### config.mk
export PLATFORM = sky130hd
export DESIGN_NAME = dhcp_option_field_extractor_top
export DESIGN_NICKNAME = d
export VERILOG_FILES = /design/src/dofe_pkg.sv /design/src/dofe_parse.sv /design/src/dofe_out_stage.sv /design/src/dhcp_option_field_extractor_top.sv
export VERILOG_INCLUDE_DIRS = /design/src /design/src/src
export SDC_FILE = /design/constraint.sdc
export NUM_CORES = 1
export LEC_CHECK = 0
export BUFFER_PORTS_ARGS = -buffer_cell sky130_fd_sc_hd__buf_2
export CORE_UTILIZATION = 65
export CTS_BUF_LIST = sky130_fd_sc_hd__clkbuf_4
export CTS_CLUSTER_SIZE = 12
export DETAILED_ROUTE_END_ITERATION = 16
export PLACE_DENSITY = 0.86
export SLEW_MARGIN = 20
export SYNTH_ARGS = -nofsm -noshare
export SYNTH_HDL_FRONTEND = slang
export SYNTH_SLANG_ARGS = --single-unit
### constraint.sdc
create_clock -name clk -period 20.2 [get_ports clk]
set_input_delay 0 -clock clk [delete_from_list [all_inputs] [get_ports clk]]
set_output_delay 0 -clock clk [all_outputs]
set_load 0.02 [all_outputs]
### src/dhcp_option_field_extractor_top_defines.svh
// Assertion macros for the DHCP option field extractor RTL.
`ifndef DHCP_OPTION_FIELD_EXTRACTOR_TOP_DEFINES_SVH
`define DHCP_OPTION_FIELD_EXTRACTOR_TOP_DEFINES_SVH

// Same-cycle implication, checked outside reset.
`define DOFE_ASSERT_NOW(label, ante, cons, msg) \
    label: assert property (@(posedge clk) disable iff (!rst_n) (ante) |-> (cons)) \
        else $error(msg);

// Next-cycle implication, checked outside reset.
`define DOFE_ASSERT_NEXT(label, ante, cons, msg) \
    label: assert property (@(posedge clk) disable iff (!rst_n) (ante) |=> (cons)) \
        else $error(msg);

`endif

### src/dofe_pkg.sv
// Package of option codes, parse phase codes and the result type.
`timescale 1ns / 1ps
package dofe_pkg;

    localparam logic [7:0] OPT_PAD    = 8'd0;
    localparam logic [7:0] OPT_MASK   = 8'd1;
    localparam logic [7:0] OPT_ROUTER = 8'd3;
    localparam logic [7:0] OPT_DNS    = 8'd6;
    localparam logic [7:0] OPT_LEASE  = 8'd51;
    localparam logic [7:0] OPT_TYPE   = 8'd53;
    localparam logic [7:0] OPT_SERVER = 8'd54;
    localparam logic [7:0] OPT_END    = 8'd255;

    localparam logic [1:0] PH_CODE  = 2'd0;
    localparam logic [1:0] PH_LEN   = 2'd1;
    localparam logic [1:0] PH_VALUE = 2'd2;
    localparam logic [1:0] PH_DONE  = 2'd3;

    localparam logic [2:0]  VALUE_BYTES = 3'd4;
    localparam logic [31:0] LEASE_INIT  = 32'hFFFF_FFFF;

    typedef struct packed {
        logic [7:0]  message_type;
        logic [31:0] subnet_mask;
        logic [31:0] router_addr;
        logic [31:0] dns_addr;
        logic [31:0] server_ident;
        logic [31:0] lease_min;
    } result_t;

endpackage

### src/dofe_parse.sv
// Option record walker: parse state, held option values and the next result.
`timescale 1ns / 1ps
`include "dhcp_option_field_extractor_top_defines.svh"
module dofe_parse (
    input  logic             clk,
    input  logic             rst_n,
    input  logic             step,
    input  logic [7:0]       option_byte,
    input  logic             last_byte,
    output dofe_pkg::result_t res_next
);
    import dofe_pkg::*;

    logic [1:0]  phase_reg, phase_next, phase_proc;
    logic [7:0]  code_reg, code_next, code_proc;
    logic [7:0]  left_reg, left_next, left_proc;
    logic [2:0]  count_reg, count_next, count_proc;
    logic [31:0] shift_reg, shift_next, shift_proc;
    logic [7:0]  type_reg, type_next, type_proc;
    logic [31:0] mask_reg, mask_next;
    logic [31:0] router_reg, router_next;
    logic [31:0] dns_reg, dns_next;
    logic [31:0] server_reg, server_next;
    logic [31:0] lease_reg, lease_next;

    always_comb
    begin
        phase_proc  = phase_reg;
        code_proc   = code_reg;
        left_proc   = left_reg;
        count_proc  = count_reg;
        shift_proc  = shift_reg;
        type_proc   = type_reg;
        mask_next   = mask_reg;
        router_next = router_reg;
        dns_next    = dns_reg;
        server_next = server_reg;
        lease_next  = lease_reg;

        unique case (phase_reg)
            PH_CODE:
            begin
                if (option_byte == OPT_END)
                begin
                    phase_proc = PH_DONE;
                end
                else if (option_byte != OPT_PAD)
                begin
                    code_proc  = option_byte;
                    phase_proc = PH_LEN;
                end
            end
            PH_LEN:
            begin
                left_proc  = option_byte;
                count_proc = 3'd0;
                shift_proc = 32'd0;
                phase_proc = (option_byte == 8'd0) ? PH_CODE : PH_VALUE;
            end
            PH_VALUE:
            begin
                // Only the first four value bytes are gathered; the rest are skipped.
                if (count_reg < VALUE_BYTES)
                begin
                    shift_proc = {shift_reg[23:0], option_byte};
                    count_proc = count_reg + 3'd1;
                    if (code_reg == OPT_TYPE && count_proc == 3'd1)
                    begin
                        type_proc = option_byte;
                    end
                    else if (count_proc == VALUE_BYTES)
                    begin
                        unique case (code_reg)
                            OPT_MASK:   mask_next   = shift_proc;
                            OPT_ROUTER: router_next = shift_proc;
                            OPT_DNS:    dns_next    = shift_proc;
                            OPT_SERVER: server_next = shift_proc;
                            OPT_LEASE:
                            begin
                                if (shift_proc < lease_reg)
                                begin
                                    lease_next = shift_proc;
                                end
                            end
                            default:
                            begin
                            end
                        endcase
                    end
                end
                left_proc = left_reg - 8'd1;
                if (left_reg == 8'd1)
                begin
                    phase_proc = PH_CODE;
                end
            end
            PH_DONE:
            begin
            end
        endcase

        res_next.message_type = type_proc;
        res_next.subnet_mask  = mask_next;
        res_next.router_addr  = router_next;
        res_next.dns_addr     = dns_next;
        res_next.server_ident = server_next;
        res_next.lease_min    = lease_next;

        // The final byte of a message restarts the per-message parse state.
        if (last_byte)
        begin
            phase_next = PH_CODE;
            code_next  = 8'd0;
            left_next  = 8'd0;
            count_next = 3'd0;
            shift_next = 32'd0;
            type_next  = 8'd0;
        end
        else
        begin
            phase_next = phase_proc;
            code_next  = code_proc;
            left_next  = left_proc;
            count_next = count_proc;
            shift_next = shift_proc;
            type_next  = type_proc;
        end
    end

    always_ff @(posedge clk or negedge rst_n)
    begin
        if (!rst_n)
        begin
            phase_reg  <= PH_CODE;
            code_reg   <= 8'd0;
            left_reg   <= 8'd0;
            count_reg  <= 3'd0;
            shift_reg  <= 32'd0;
            type_reg   <= 8'd0;
            mask_reg   <= 32'd0;
            router_reg <= 32'd0;
            dns_reg    <= 32'd0;
            server_reg <= 32'd0;
            lease_reg  <= LEASE_INIT;
        end
        else if (step)
        begin
            phase_reg  <= phase_next;
            code_reg   <= code_next;
            left_reg   <= left_next;
            count_reg  <= count_next;
            shift_reg  <= shift_next;
            type_reg   <= type_next;
            mask_reg   <= mask_next;
            router_reg <= router_next;
            dns_reg    <= dns_next;
            server_reg <= server_next;
            lease_reg  <= lease_next;
        end
    end

    `DOFE_ASSERT_NOW(a_count_bound, 1'b1, count_reg <= VALUE_BYTES,
        "value byte count went past four")
    `DOFE_ASSERT_NOW(a_value_left, phase_reg == PH_VALUE, left_reg != 8'd0,
        "inside a value with no bytes left")
    `DOFE_ASSERT_NEXT(a_restart, step && last_byte,
        phase_reg == PH_CODE && type_reg == 8'd0 && count_reg == 3'd0,
        "parse state not restarted after the final byte")
    `DOFE_ASSERT_NEXT(a_lease_min, step, lease_reg <= $past(lease_reg),
        "lease minimum increased")

endmodule

### src/dofe_out_stage.sv
// Result register holding one finished item until the consumer takes it.
`timescale 1ns / 1ps
module dofe_out_stage (
    input  logic              clk,
    input  logic              rst_n,
    input  logic              load,
    input  dofe_pkg::result_t res,
    output logic              free,
    output logic              out_valid,
    input  logic              out_ready,
    output logic [7:0]        message_type,
    output logic [31:0]       subnet_mask,
    output logic [31:0]       router_addr,
    output logic [31:0]       dns_addr,
    output logic [31:0]       server_ident,
    output logic [31:0]       lease_min
);
    import dofe_pkg::*;

    logic    valid_reg, valid_next;
    result_t res_reg;

    assign free = !valid_reg || out_ready;

    always_comb
    begin
        if (load)
        begin
            valid_next = 1'b1;
        end
        else if (out_ready)
        begin
            valid_next = 1'b0;
        end
        else
        begin
            valid_next = valid_reg;
        end
    end

    always_ff @(posedge clk or negedge rst_n)
    begin
        if (!rst_n)
        begin
            valid_reg <= 1'b0;
        end
        else
        begin
            valid_reg <= valid_next;
        end
    end

    always_ff @(posedge clk)
    begin
        if (load)
        begin
            res_reg <= res;
        end
    end

    assign out_valid    = valid_reg;
    assign message_type = res_reg.message_type;
    assign subnet_mask  = res_reg.subnet_mask;
    assign router_addr  = res_reg.router_addr;
    assign dns_addr     = res_reg.dns_addr;
    assign server_ident = res_reg.server_ident;
    assign lease_min    = res_reg.lease_min;

endmodule

### src/dhcp_option_field_extractor_top.sv
// Top level of the DHCP option field extractor: input register, parser and result register.
`timescale 1ns / 1ps
// Takes the DHCP options area (the bytes after the magic cookie) one byte per item and
// gives one result item on the byte marked last_byte: message type, subnet mask, router,
// DNS server, server identifier and the smallest lease time seen. A new byte is accepted
// in every cycle while the input does not stall; the sustained rate is then one item per
// clock, set by the parse step whose state feeds back to the next byte. A last byte waits in
// the input register until the result register has room, and the result register loads as
// that byte leaves the input register. Held addresses and the lease minimum persist across
// messages until reset; the parse position and the message type restart after every last
// byte. The input stalls only while a finished result is still waiting and the next last
// byte is ready to be processed.
module dhcp_option_field_extractor_top (
    input  logic        clk,
    input  logic        rst_n,
    input  logic        in_valid,
    output logic        in_ready,
    input  logic [7:0]  option_byte,
    input  logic        last_byte,
    output logic        out_valid,
    input  logic        out_ready,
    output logic [7:0]  message_type,
    output logic [31:0] subnet_mask,
    output logic [31:0] router_addr,
    output logic [31:0] dns_addr,
    output logic [31:0] server_ident,
    output logic [31:0] lease_min
);
    import dofe_pkg::*;

    logic       in_valid_reg, in_valid_next;
    logic [7:0] in_byte_reg;
    logic       in_last_reg;
    logic       out_free;
    logic       advance;
    logic       accept;
    result_t    res_next;

    // An ordinary byte always moves on; a last byte needs room in the result register.
    assign advance  = in_valid_reg && (!in_last_reg || out_free);
    assign in_ready = !in_valid_reg || advance;
    assign accept   = in_valid && in_ready;

    always_comb
    begin
        if (accept)
        begin
            in_valid_next = 1'b1;
        end
        else if (advance)
        begin
            in_valid_next = 1'b0;
        end
        else
        begin
            in_valid_next = in_valid_reg;
        end
    end

    always_ff @(posedge clk or negedge rst_n)
    begin
        if (!rst_n)
        begin
            in_valid_reg <= 1'b0;
        end
        else
        begin
            in_valid_reg <= in_valid_next;
        end
    end

    always_ff @(posedge clk)
    begin
        if (accept)
        begin
            in_byte_reg <= option_byte;
            in_last_reg <= last_byte;
        end
    end

    dofe_parse u_parse (
        .clk         (clk),
        .rst_n       (rst_n),
        .step        (advance),
        .option_byte (in_byte_reg),
        .last_byte   (in_last_reg),
        .res_next    (res_next)
    );

    dofe_out_stage u_out (
        .clk          (clk),
        .rst_n        (rst_n),
        .load         (advance && in_last_reg),
        .res          (res_next),
        .free         (out_free),
        .out_valid    (out_valid),
        .out_ready    (out_ready),
        .message_type (message_type),
        .subnet_mask  (subnet_mask),
        .router_addr  (router_addr),
        .dns_addr     (dns_addr),
        .server_ident (server_ident),
        .lease_min    (lease_min)
    );

endmodule
=== Word-level counts from Yosys, hierarchy flattened ===
Index checks and enable logic that the tools add are counted.

* Add/sub/neg operators: 2
* Magnitude comparators: 2
* Equal/unequal tests: 16
* Muxes and demuxes: 52
* Reduce and logical (&&, ||, !) cells: 23

{| class="wikitable"
|+ Operators by type and width
! cell !! number
|-
| 32-bit two-way mux || 26
|-
| 8-bit two-way mux || 9
|-
| 24-bit two-way mux || 2
|-
| 24-bit case mux with 2 select lines || 1
|-
| 32-bit < comparator || 1
|-
| 8-bit by 6-bit == test with 1-bit output, second input constant || 3
|-
| 8-bit by 1-bit == test with 1-bit output, second input constant || 2
|-
| 8-bit case mux with 2 select lines || 1
|-
| 2-bit two-way mux || 5
|-
| 8-bit by 2-bit == test with 1-bit output, second input constant || 1
|-
| 8-bit by 3-bit == test with 1-bit output, second input constant || 1
|-
| 8-bit == test, second input constant || 1
|-
| 8-bit logical NOT || 1
|-
| 4-bit AND reduction || 2
|-
| 2-bit nonzero test || 4
|-
| 8-bit nonzero test || 1
|-
| 8-bit by 1-bit subtractor with 8-bit output, second input constant || 1
|-
| 3-bit two-way mux || 2
|-
| 3-bit by 2-bit != test with 1-bit output, second input constant || 2
|-
| 2-bit case mux with 3 select lines || 1
|-
| 3-bit case mux with 2 select lines || 1
|-
| 1-bit logical AND || 4
|-
| 1-bit two-way mux || 4
|-
| 4-bit by 2-bit != test with 1-bit output, second input constant || 1
|-
| other kinds (14) || 18
|}

* Bits in registers: 392
* Bits of input ports: 13
* Word-level logic and storage cells: 116

=== Depth between registers and ports, before layout ===
Gate-level depths: netlist of run 1.

* Word-level depth: 7
* Gate-level depth with buffers: 11
* Depth with buffers taken out: 8

=== Modules after synthesis ===
From an unflattened synthesis of run 1, not the netlist that was laid out.

* Cells, all modules: 1154
* Area, all modules: 16946.3 µm²

{| class="wikitable"
|+ Modules (own cells, without submodules)
! module !! times used !! cells each !! area an instance (µm²) !! sequential area each (µm²)
|-
| dofe_parse || 1 || 967 || 11504.8 || 5370.2
|-
| dofe_out_stage || 1 || 171 || 5092.4 || 5069.9
|-
| dhcp_option_field_extractor_top || 1 || 16 || 349.1 || 295.3
|}

=== Least setup slack after synthesis of run 1 ===
No wires, ideal clock.

* Path type: reg-to-reg
* Start: register u_out.valid_reg (netlist: u_out.out_valid)
* End: register u_out.res_reg, in the netlist u_out.dns_addr[0], enable pin
* Library setup time: 0.699 ns
* Arrival: 8.119 ns
* Data required time: 19.501 ns
* Setup slack: 11.382 ns
* Stages on the path, launching flop included: 6
* Buffers on the path: 2
* Period minus slack after synthesis: 8.818 ns
* Cells stage by stage: dfrtp_1 -> nand3b_1 -> nand2_1 -> clkbuf_1 -> clkbuf_1 -> nor2_1

* Longest elaborated chain between the ends: 5

{| class="wikitable"
|+ Ends and longest elaborated chain
! element !! RTL line !! text
|-
| from (decl) || dofe_out_stage.sv:20 || <nowiki>logic valid_reg, valid_next;</nowiki>
|-
| from (signal assigned) || dofe_out_stage.sv:49 || <nowiki>valid_reg <= valid_next;</nowiki>
|-
| 1-bit logical NOT || dofe_out_stage.sv:23 || <nowiki>assign free = !valid_reg || out_ready;</nowiki>
|-
| 1-bit logical OR || dofe_out_stage.sv:23 ||
|-
| 1-bit logical OR || dhcp_option_field_extractor_top.sv:40 || <nowiki>assign advance = in_valid_reg && (!in_last_reg || out_free);</nowiki>
|-
| 1-bit logical AND || dhcp_option_field_extractor_top.sv:40 ||
|-
| 1-bit logical AND || dhcp_option_field_extractor_top.sv:93 || <nowiki>.load (advance && in_last_reg),</nowiki>
|-
| named net u_out.load || dofe_out_stage.sv:6 || <nowiki>input logic load,</nowiki>
|-
| to (signal assigned) || dofe_out_stage.sv:57 || <nowiki>res_reg <= res;</nowiki>
|-
| to (decl) || dofe_out_stage.sv:21 || <nowiki>result_t res_reg;</nowiki>
|}

The timed path passes the listed nets, and every way through them passes these cells.
A chain may end at the register's enable or synchronous reset.

==> results.yml, run 1 <==
setup_path:
  cp_top_family: "simple AND/OR/NAND/NOR gates"
  crit_path_max_fanout: 19
  timing.reg2reg.setup_slack_ns: 16.30
  slowest_stage: "nor3_4"
  crit_path_max_incr_delay_ns: 0.65
  cp-start-kind: "flop"
  cp-startpoint: "u_parse.phase_reg[0]"
  cp.depth: 9
  critical_path_buf_inv_count: 2
  r2r-end: "u_out.lease_min[19]"
  arrival_ns: 4.35
  required_ns: 20.64
  critical_path.endpoint: "u_out.lease_min[19]"
  cp_cell_sequence: "inv_1, ha_1, nor3b_2, nand4b_1, nor3_1, nand3_1, nor3_4, buf_4, mux2_2"
  critical_path_class: "reg -> reg"
  end_kind: "flop"
  reg2reg_from: "u_parse.phase_reg[0]"
  r2r.worst_path.cells: 9
logic_synthesis:
  syn_avg_cell_area_um2: 14.5
  yosysSeqAreaShare: 0.638
  yosysUniqueCellTypes: 53
  async_flop_share: 0.548
  syn_nets: 1215
  ys_seq_elements: 392
  synth_warnings: 0
  synth_edf_count: 177
  synth_area_um2: 16800
  syn_inst: 1163
  synthFlopType: "dfrtp_1"
floorplan:
  start_util: 0.666
  pin_count: 183
  rows: 58
  design.die.area_um2: 26500
  dieHeight_um: 163
  coreArea_um2: 25300
  die_width_um: 163
grt:
  grt_max_degree: 141
  use_met1: 0.382
  use_met2: 0.459
  grt_pass1_wl_mm: 57.4
  grt_pass1_vias: 10600
  track_usage: 0.287
  grtUsageMet3: 0.0598
  busiest_layer: "met2"
  antenna_found_initial: 1
  grt-ovfl-total: 0
cells_and_area:
  stdcell_count: 1810
  finalNetCount: 1449
  area_growth_pct: 16.1
  drive_gt1_frac: 0.462
pwr:
  comb_power_share: 0.080
  p_int_mw: 1.27
  power_frac_clock: 0.395
  switching_share: 0.257
  leakage_nw: 9.01
  sequentialPowerShare: 0.525
  power_mw: 1.70
  peakVddDrop_mv: 0.0552
  p_sw_mw: 0.437
  p_per_area_nw_per_um2: 87.2
cts:
  cts_buffers: 94
  clk_transition_reported_paths_ns: 0.08
  cts_tree: "built"
  post_cts_buffers: 0
  htreeDepth: 3
  clkLatencyLatePin_ns: 0.73
  clockRootBuffer: "clkbuf_4"
  cts.sinks: 392
  clock_path_buffers: 3
flow_run:
  max_cap_viol_count: 0
route:
  drt_wl_total_mm: 36.9
  ant_nets: 0
  wl_per_cell_um: 20.4
  drc: 0
  vias_per_cell: 5.80
  drt-initial-drc-count: 735
  via_count: 10500
  first_pass_iters: 5
timing:
  finalSetupViolCount: 0
  hold_ws_ns: 0.0927
  tightest_slew_ns: 1.02
  fin_setup_tns_ns: 0
  max_freq_mhz: 256
  slew_headroom: 0.317
  fin_skew_ns: 0.0663
  report.final.hold_viol_count: 0
  final_max_slew_viol_count: 0
  fin_crit_sh: 0.193
  finalCriticalPeriod_ns: 3.90
  rsz0062_at_grt: "no"
placement:
  numPortBuffers: 182
  routabilityCongestion: 0.805
  placed_cells: 1604
  place_hpwl_mm: 21.4
hold_path:
  hold_path_class: "in -> reg"
run_status:
  outcome: "finished clean"
## per-stage QoR
step	area [µm²]	setup WS [ns]	util
global placement	17900	16.55	0.710
global route	19500	16.06	0.773
floorplan	16800	11.38	-
detailed placement	17900	16.38	0.710
finish	19500	16.30	0.773
CTS	19400	16.35	0.769
## how the worst min path moves through the flow
stage | start | endpoint | cells after the start
floorplan | rst_n | in_valid_reg | 0
global placement | last_byte | in_last_reg | 1
detailed placement | option_byte[2] | in_byte_reg[2] | 1
CTS | rst_n | u_parse.router_reg[27] | 2
global route | out_ready | u_out.out_valid | 3
finish | out_ready | u_out.out_valid | 3
## worst min-delay path, stage by stage
cell and delay (ns):
dlygate4sd3_1 0.52, buf_2 0.12, o22ai_1 0.09
## cell families (layout without fill, tap and decap cells)
logic type | Yosys count | in the layout | synth area share
and+or+nand+nor | 212 | 212 | 0.0571
xor gates and xnor gates | 1 | 1 | 0.000521
adders and majority gates | 39 | 39 | 0.0290
DFF | 392 | 392 | 0.638
other | 0 | 1 | 0
AOI/OAI and AO/OA | 96 | 96 | 0.0391
buffers and inverters | 122 | 438 | 0.0307
muxes | 301 | 301 | 0.205
## what timing repair did
action	4_1_cts	5_1_grt
resized for setup	0	0
hold buffers	23	1
hold endpoints to repair	158	34
## routing by layer
layer / vias up / wire length [µm]
met5: - / 0
met4: 0 / 1100
met3: 81 / 2600
met2: 423 / 18000
met1: 5277 / 15200
li1: 4718 / -
## cell usage after synthesis, types with 12 or more instances
library cell	instances	area (µm²)
mux2_2	267	3010
dfrtp_1	183	4580
edfxtp_1	177	5320
nand2_1	138	518
clkbuf_1	58	218
ha_1	39	488
inv_1	39	146
a22o_1	35	307
dfstp_2	32	841
a21oi_1	22	110
o21ai_0	22	110
nor2_1	20	75.1
mux2_4	18	270
buf_2	14	70.1
mux2_1	13	146
nor3_1	12	60.1
## final cells by class
class	count	area, µm²
Fill cell	1471	5720
Antenna cell	1	2.50
Sequential cell	392	10700
Clock inverter	32	181
Tap cell	330	413
Clock buffer	146	1100
Inverter	40	150
Multi-Input combinational cell	649	5630
Timing Repair Buffer	220	1330
## cell usage in the layout, fill, tap and decap left out, types with 4 or more instances in the layout
cell type / instances
mux2_2: 267
dfrtp_1: 183
buf_2: 181
edfxtp_1: 177
clkbuf_4: 146
nand2_1: 136
inv_1: 39
ha_1: 39
a22o_1: 35
dfstp_2: 32
clkinv_1: 24
dlygate4sd3_1: 24
a21oi_1: 22
o21ai_0: 22
mux2_4: 18
nor2_1: 16
mux2_1: 13
buf_4: 11
nor3_1: 9
nand3_1: 7
nand4_1: 7
nor2_4: 4
## power groups by stage
stage	Sequential [mW]	Combinational (mW)	Clock (mW)
2_1_floorplan	0.918	0.0755	0
3_3_place_gp	0.906	0.127	0
3_5_place_dp	0.908	0.132	0
4_1_cts	0.893	0.136	0.683
5_1_grt	0.896	0.150	0.729
6_report	0.894	0.136	0.673
Power figures use the tool's default switching activity.
==> run 2: changes to the inputs <==
CORE_UTILIZATION = 55   (was 65)
PLACE_DENSITY = 0.77   (was 0.86)
clock period = 3.15 ns   (was 20.2 ns; I/O delays follow)
==> results.yml, run 2 (same netlist as run 1, synthesis figures left out) <==
run_status:
  outcome: "finished clean"
setup_path:
  cp-start-kind: "flop"
  reg2reg_from: "u_parse.lease_reg[30]"
  cp_cell_sequence: "inv_1, ha_1, nand4_1, nor4_1, nand2_1, a31oi_2, nor3_4, buf_4, mux2_1"
  end_kind: "flop"
  crit_path_max_fanout: 20
  critical_path_buf_inv_count: 2
  cp-startpoint: "u_parse.lease_reg[30]"
  cp_top_family: "simple AND/OR/NAND/NOR gates"
  required_ns: 3.58
  arrival_ns: 3.30
  critical_path_class: "reg -> reg"
  crit_path_max_incr_delay_ns: 0.54
  slowest_stage: "dfstp_2"
cts:
  clockRootBuffer: "clkbuf_4"
  cts_tree: "built"
  post_cts_buffers: 0
  cts_buffers: 99
  clk_transition_reported_paths_ns: 0.08
  htreeDepth: 3
  clkLatencyLatePin_ns: 0.73
  cts.sinks: 392
  clock_path_buffers: 3
pwr:
  leakage_nw: 9.25
  power_mw: 11.2
  peakVddDrop_mv: 0.341
  p_per_area_nw_per_um2: 561
route:
  wl_per_cell_um: 19.5
  drt-initial-drc-count: 607
  via_count: 10400
  drc: 0
  ant_nets: 0
  drt_wl_total_mm: 37.3
  vias_per_cell: 5.47
  first_pass_iters: 5
timing:
  fin_crit_sh: 0.910
  final_max_slew_viol_count: 0
  finalCriticalPeriod_ns: 2.87
  max_freq_mhz: 349
  fin_skew_ns: 0.0565
  tightest_slew_ns: 0.766
  fin_setup_tns_ns: 0
  report.final.hold_viol_count: 0
  finalSetupViolCount: 0
  rsz0062_at_grt: "no"
  slew_headroom: 0.488
placement:
  place_hpwl_mm: 22.5
  placed_cells: 1697
  routabilityCongestion: 0.844
  placed_area_um2: 18300
  numPortBuffers: 182
cells_and_area:
  drive_gt1_frac: 0.484
  stdcell_count: 1909
  mostFrequentLayoutCell: "mux2_2"
  area_growth_pct: 19.0
  finalNetCount: 1486
  layout_common_cells: "267 x mux2_2, 182 x dfrtp_1, 181 x buf_2, 177 x edfxtp_1, 167 x clkbuf_4"
  utilization: 0.670
  fin_area_um2: 20000
grt:
  track_usage: 0.246
  grtUsageMet3: 0.0466
  use_met1: 0.338
  antenna_found_initial: 1
  grt-ovfl-total: 0
  grt_max_degree: 93
  grt_pass1_vias: 10700
  grt_pass1_wl_mm: 58.7
  use_met2: 0.400
  busiest_layer: "met2"
floorplan:
  start_util: 0.563
  coreArea_um2: 29900
  rows: 63
  design.die.area_um2: 31300
  dieHeight_um: 177
  pin_count: 183
  die_width_um: 177
hold_path:
  holdCritStartpoint: "in_valid"
  hold_path_class: "in -> reg"
flow_run:
  max_cap_viol_count: 0
-- run 2: cell count changes in the layout (fill, tap and decap cells not counted), sizes merged --
cell         before  now
clkbuf          146  167
buf             196  227
inv              43   42
clkinv           27   13
dlygate4sd3      24   25
clkinvlp          0    1
-- run 2: final timing paths --
kind                       cells after the start                      to  slack (ns)
setup / recovery                               9      u_out.lease_min[2]        0.28
hold / removal                                 3          in_byte_reg[5]        0.43
setup reg to reg                               9      u_out.lease_min[2]        0.28
hold reg to reg                                2  u_parse.server_reg[17]        0.47
max in group asynchronous                      4    u_parse.lease_reg[4]        2.17
min in group asynchronous                      3   u_parse.lease_reg[30]        0.51
-- run 2: area by class of cell --
cell class              count  area (µm²)
repair buffers            252        1620
fillers                  2126        9870
inverters                  40         150
clock buffers             167        1250
clock inverters            18         130
multi-input cells         649        5630
well taps                 390         488
flip-flops and latches    392       10700
diodes                      1        2.50
-- run 2: routing by layer --
metal,wire length (µm),share of wire
met4,610,0.016
met5,0,0
met2,17900,0.48
met3,2010,0.054
met1,16800,0.45
-- run 2: what timing repair did --
item,4_1_cts,5_1_grt
hold buffers,26,0
endpoints found under the setup margin,0,1
hold endpoints to repair,223,0
resized for setup,0,1
-- run 2: metrics by stage --
stage	hold slack [ns]	worst slack (ns)
final	0.432	0.284
after global routing	0.480	0.0852
after CTS	0.400	0.140
after detailed placement	0.0920	0.172
after global placement	0.0922	0.305
after floorplan	-0.296	-0.748
-- run 2: worst min-delay path, stage by stage --
cell,delay [ns]
dlygate4sd3_1,0.53
buf_2,0.12
and2_1,0.28
-- run 2: power by group --
part	switching (mW)	internal, mW
clock	2.02	2.55
sequential	0.138	5.54
combinational	0.654	0.327
